===== config.mk =====
export PLATFORM = sky130hd
export DESIGN_NAME = tfmf_isqrt
export DESIGN_NICKNAME = d
export VERILOG_FILES = /design/src/hdl/tfmf_pkg.sv /design/src/hdl/tfmf_isqrt.sv
export SDC_FILE = /design/constraint.sdc
export NUM_CORES = 1
export LEC_CHECK = 0
export BUFFER_PORTS_ARGS = -buffer_cell sky130_fd_sc_hd__buf_2
export CAP_MARGIN = 20
export CORE_ASPECT_RATIO = 0.75
export CORE_UTILIZATION = 50
export DETAILED_ROUTE_END_ITERATION = 8
export HOLD_SLACK_MARGIN = 0.12
export PLACE_DENSITY = 0.74
export SYNTH_ARGS = -nofsm -noshare
export SYNTH_HDL_FRONTEND = slang
export SYNTH_SLANG_ARGS = --single-unit

===== constraint.sdc =====
create_clock -name clk -period 3.9 [get_ports clk]
set_clock_uncertainty 0.15 [all_clocks]
set_input_delay 0.39 -clock clk [delete_from_list [all_inputs] [get_ports clk]]
set_output_delay 0.39 -clock clk [all_outputs]
set_load 0.05 [all_outputs]

===== src/hdl/tfmf_pkg.sv =====
// tfmf_pkg: shared types, constants and coefficient rom for the magic formula tire core
// no dependencies; imported by every module of the block

package tfmf_pkg;

	// pipeline geometry
	localparam int ATAN_STEPS = 16;
	localparam int SQRT_STEPS = 17;
	localparam int MS_LAT     = 53;
	localparam int STG_SINE   = 1 + MS_LAT;
	localparam int STG_PROD   = STG_SINE + 1;
	localparam int STG_RAD    = STG_PROD + 1;
	localparam int STG_ROOT   = STG_RAD + SQRT_STEPS;
	localparam int STG_FYP    = STG_ROOT + 1;
	localparam int PIPE_DEPTH = STG_FYP + 1;

	// datapath widths
	localparam int COEF_W = 18;
	localparam int ARG_W  = 17;
	localparam int BK_W   = 37;
	localparam int LIN_W  = 44;
	localparam int AT_W   = 48;
	localparam int Z_W    = 20;
	localparam int ANG_W  = 24;
	localparam int SN_W   = 34;
	localparam int SIN_W  = 32;
	localparam int RAD_W  = 34;
	localparam int ROOT_W = 18;
	localparam int REM_W  = 22;

	localparam logic signed [SN_W-1:0]  GAIN_INV_Q30 = 34'sd652032874;
	localparam logic signed [SN_W-1:0]  ONE_Q30      = 34'sd1073741824;
	localparam logic signed [ANG_W-1:0] PI_Q16       = 24'sd205887;
	localparam logic signed [ANG_W-1:0] HALF_PI_Q16  = 24'sd102944;

	localparam logic signed [Z_W-1:0] ATAN_TAB [0:ATAN_STEPS-1] = '{
		20'sd51472, 20'sd30386, 20'sd16055, 20'sd8150, 20'sd4091, 20'sd2047,
		20'sd1024, 20'sd512, 20'sd256, 20'sd128, 20'sd64, 20'sd32, 20'sd16,
		20'sd8, 20'sd4, 20'sd2
	};

	// surface codes and register indexes
	localparam logic [1:0] SURF_DRY  = 2'd0;
	localparam logic [1:0] SURF_WET  = 2'd1;
	localparam logic [1:0] SURF_SNOW = 2'd2;
	localparam logic CFG_SURFACE = 1'b0;
	localparam logic CFG_EPSILON = 1'b1;

	typedef struct packed {
		logic [15:0] lat_slip;
		logic [15:0] long_slip;
		logic [15:0] normal_load;
		logic        axle_select;
	} tfmf_in_t;

	typedef struct packed {
		logic [23:0] force_long;
		logic [23:0] force_lat;
	} tfmf_out_t;

	// coefficients in q.12
	typedef struct packed {
		logic [COEF_W-1:0] mu_x;
		logic [COEF_W-1:0] mu_y;
		logic [COEF_W-1:0] bx;
		logic [COEF_W-1:0] by;
		logic [COEF_W-1:0] cx;
		logic [COEF_W-1:0] cy;
		logic [COEF_W-1:0] ex;
		logic [COEF_W-1:0] ey;
	} coef_t;

	function automatic coef_t mk_coef(input int a, input int b, input int c, input int d,
			input int e, input int f, input int g, input int h);
		coef_t r;
		r.mu_x = COEF_W'(a);
		r.mu_y = COEF_W'(b);
		r.bx   = COEF_W'(c);
		r.by   = COEF_W'(d);
		r.cx   = COEF_W'(e);
		r.cy   = COEF_W'(f);
		r.ex   = COEF_W'(g);
		r.ey   = COEF_W'(h);
		return r;
	endfunction

	// unused surface code falls back to dry asphalt
	function automatic coef_t coef_rom(input logic [1:0] surf, input logic axle);
		coef_t r;
		unique case (surf)
			SURF_WET: begin
				r = axle ? mk_coef(4383, 3731, 47104, 46285, 7373, 4383, 1229, -8069)
					: mk_coef(4342, 3625, 49152, 43827, 7373, 4383, 1282, -8765);
			end
			SURF_SNOW: begin
				r = axle ? mk_coef(1675, 1614, 39772, 81920, 8028, 2253, 2556, -7905)
					: mk_coef(1667, 1569, 41779, 78234, 8028, 2253, 2666, -8602);
			end
			default: begin
				r = axle ? mk_coef(4915, 3936, 45466, 38093, 6922, 4874, 1483, -4547)
					: mk_coef(4915, 3830, 47923, 36291, 6922, 4874, 1544, -4956);
			end
		endcase
		return r;
	endfunction

endpackage


===== src/hdl/tfmf_isqrt.sv =====
// tfmf_isqrt: pipelined integer square root, one result bit per stage
// depends on tfmf_pkg

module tfmf_isqrt import tfmf_pkg::*; (
	input  logic              clk,
	input  logic              en,
	input  logic [RAD_W-1:0]  rad,
	output logic [ROOT_W-1:0] root
);

	logic [RAD_W-1:0]  v_in [0:SQRT_STEPS-1], v_s [0:SQRT_STEPS-1];
	logic [REM_W-1:0]  rem_in [0:SQRT_STEPS-1], rem_s [0:SQRT_STEPS-1];
	logic [ROOT_W-1:0] rt_in [0:SQRT_STEPS-1], rt_s [0:SQRT_STEPS-1];
	logic [REM_W-1:0]  r2 [0:SQRT_STEPS-1];
	logic [REM_W-1:0]  trial [0:SQRT_STEPS-1];

	genvar i;
	for (i = 0; i < SQRT_STEPS; i++) begin : g_st
		if (i == 0) begin : g_first
			assign v_in[i]   = rad;
			assign rem_in[i] = '0;
			assign rt_in[i]  = '0;
		end else begin : g_next
			assign v_in[i]   = v_s[i-1];
			assign rem_in[i] = rem_s[i-1];
			assign rt_in[i]  = rt_s[i-1];
		end
		// bring down the next bit pair
		assign r2[i]    = {rem_in[i][REM_W-3:0], v_in[i][RAD_W-1-2*i -: 2]};
		assign trial[i] = {2'b00, rt_in[i], 2'b01};
		always_ff @(posedge clk) begin
			if (en) begin
				v_s[i] <= v_in[i];
				if (r2[i] >= trial[i]) begin
					rem_s[i] <= r2[i] - trial[i];
					rt_s[i]  <= {rt_in[i][ROOT_W-2:0], 1'b1};
				end else begin
					rem_s[i] <= r2[i];
					rt_s[i]  <= {rt_in[i][ROOT_W-2:0], 1'b0};
				end
			end
		end
	end

	assign root = rt_s[SQRT_STEPS-1];

endmodule

==> metrics.md <==
| Metric | Value |
|---|---|
| DPL Wire Length | `roughly 43000 µm` |
| Flop2flop setup slack | `roughly 0.26 ns` |
| Pleak | `14.4 nW` |
| Post-CTS setup buffers | `0` |
| Core area | `around 66000 µm²` |
| Slew headroom | `around 30%` |
| Footprint of the multi-input gates | `10700 µm²` |
| Post-CTS Hold Fix Bufs | `36` |
| Combinational family with the most area after synthesis | `simple AND/OR/NAND/NOR gates` |
| Async SR Flop Fraction | `0%` |
| Pwr dens | `approximately 530 nW/µm²` |
| Clock insertion delay at the later pin of the skew report | `a little over 0.6 ns` |
| Final period utilization | `between 90 and 100%` |
| First-pass GRT wire length | `about 99000 µm` |
| Worst setup EP type | `register` |
| Critical path required time | `about 4.1 ns` |
| Count leader, synth | `edfxtp_1` |
| Avg Vias per Cell | `~5.5` |
| Share of cells above drive strength 1 | `~8.9%` |
| Type of the worst setup path | `reg2reg` |
| Compound-gate portion of the synthesized area | `between 8 and 9%` |
| Min-Delay Path Class | `reg2reg` |
| Crit path max fanout | `11` |
| Number of buffers on the longest clock path | `3` |
| Largest area contributor in the netlist | `edfxtp_1` |
| Total count of hold-check failures in the final report | `0` |
| Post-Synthesis Cells | `2559` |
| Total global-route track usage | `a little under a fifth` |
| Port Buffer Count | `52` |
| Top FF cell, synth | `edfxtp_1` |
| Fin util | `57.2%` |
| Detail Route Antenna Nets | `0` |
| Initial DRC count | `about 1700` |
| CP Launch Type | `register` |
| Worst Tran Pin Value | `approximately 1.1 ns` |
| Crit path DAT | `between 3 and 4 ns` |
| Max Cap Viol | `0` |
| Synth Area in XOR/XNOR | `6.08%` |
| Post-CTS sizing | `0` |
| Synthesized cell area | `about 33000 µm²` |
| Fin. max-slew vios | `0` |
| Die width | `about 300 µm` |
| DRC violations left | `0` |
| Initial antenna violation count | `0` |
| Wirelength per Cell | `17.0 µm` |
| Vias in the first global route | `19163` |
| Storage cell area | `~22000 µm²` |
| GP Congestion | `0.907` |
| Ranking of synthesized cells by area | `edfxtp_1 (65%), ha_1 (6.4%), xor2_1 (3.3%)` |
| Post-synthesis register bit count | `around 720` |
| Die footprint | `67900 µm²` |
| Clk sinks | `roughly 720` |
| Syn_area_per_cell | `roughly 13 µm²` |
| Status | `finished, final reports clean` |
| TritonCTS clock tree | `done` |
| Worst vdd ir | `between 0.4 and 0.5 mV` |
| Setup-failing EPs final | `0` |
| Most frequent cells after synthesis | `edfxtp_1 (721), inv_1 (214), nand2_1 (186)` |
| Min Hold Slack | `around 0.26 ns` |
| FP Rows | `approximately 80` |
| Initial Util | `50.9%` |
| Post-synthesis mux area share | `under 10%` |
| Total power | `between 15 and 20 mW` |
| Syn-to-layout area delta | `12.4%` |
| Synth Area in Adders | `6.44%` |
| Synth top area share | `between 60 and 70%` |
| RSZ-0062 raised after global routing | `false` |
| Fillers | `between 5000 and 6000` |
| Root Driver | `clkbuf_16` |
| First-pass DRT Iterations | `5` |
| CTS buffer count | `72` |
| Fin Setup TNS | `0 ns` |
| H-tree depth | `3` |
| Die height | `between 200 and 250 µm` |
| Post-Synth Simple-Gate Area | `about a tenth` |
| Period minus WS final | `3.64 ns` |
| Diode count | `0` |
| Highest Clock Rate | `between 0.2 and 0.3 GHz` |
| Register area share after synthesis | `about two thirds` |
| Distinct cell type count after synthesis | `70` |
| Syn Nets | `~2800` |
| EDFF count, synth | `around 720` |
| Pin count of the biggest net entering global routing | `189` |
| Final net count | `2902` |
| Wirelength, routed | `61500 µm` |
| Vias | `between 15000 and 20000` |
| I/O Pins | `between 50 and 60` |
| GRT Residual Overflow | `0` |
| Synth warnings | `0` |
| CTS clk-pin slew, worst paths | `0.06 ns` |
[state kept, by name, indices dropped and copies added (netlist names)]
signal  flops
rem_s     297
v_s       272
rt_s      153
[power by group]
| part | total, mW | internal (mW) | switching (mW) |
|---|---|---|---|
| Clock | 7.06 | 4.14 | 2.93 |
| Sequential | 10.1 | 9.58 | 0.490 |
| Combinational | 2.74 | 1.17 | 1.57 |
[cell usage in the layout (no fill, tap or decap), types with 14 or more instances in the layout]
master         instances
edfxtp_1             721
inv_1                214
nand2_1              186
ha_1                 172
o21ai_0              146
nor2_1               144
a21oi_1              125
xor2_1               125
xnor2_1              107
clkbuf_16             73
nor3_1                70
buf_2                 51
nand3_1               45
o21a_1                43
a21o_1                39
dlygate4sd3_1         36
nor4_1                35
mux2_2                29
nor2b_1               27
nand2b_1              27
or3_1                 25
and2_1                22
nand4_1               22
buf_4                 21
a211oi_1              16
a31oi_1               15
o211ai_1              14
or2_2                 14
[worst max-delay path: stages (launching register included)]
cell,delay (ns)
edfxtp_1,0.46
or4_1,0.61
or4_1,0.51
a311oi_1,0.59
nand3_1,0.45
o211ai_1,0.33
or2_2,0.22
xnor2_1,0.07
[through the flow]
stage	cell area [µm²]	setup slack [ns]	std cells
after floorplan	33400	0.693	2559
after global placement	34800	0.526	3455
after detailed placement	34800	0.363	3455
after CTS	37600	0.349	3622
after global routing	37600	0.0672	3622
final	37600	0.258	3622
[cells by family after synthesis]
| kind of cell | Yosys count |
|---|---|
| flip-flops | 722 |
| AND/OR/NAND/NOR | 685 |
| AO/OA/AOI/OAI | 449 |
| buffers and inverters | 265 |
| XOR/XNOR | 232 |
| adder cells (fa/ha/maj) | 172 |
| multiplexers | 33 |
| other | 1 |
[worst paths after layout]
kind	end	cells past startpoint	from
hold reg to reg	v_s[0][375]	0	v_s[0][341]
hold / removal	v_s[0][375]	0	v_s[0][341]
setup / recovery	rem_s[2][15]	7	rem_s[1][11]
setup reg to reg	rem_s[2][15]	7	rem_s[1][11]
[per-layer routing]
layer | GRT usage, % | wire length [µm] | vias up
met3 | 3.31 | 3080 | 107
met4 | 5.08 | 1370 | 0
met2 | 28.6 | 27700 | 478
met5 | 0 | 0 | -
li1 | - | - | 9676
met1 | 26.6 | 29400 | 9547
[layout make-up]
type | instances | area share, %
multi-input combinational | 1572 | 28.6
sequential | 722 | 57.7
tap | 871 | 2.90
timing repair buffer | 112 | 2.26
inverter | 214 | 2.14
clock inverter | 47 | 1.46
clock buffer | 84 | 4.97
(Power assumes the default switching activity.)
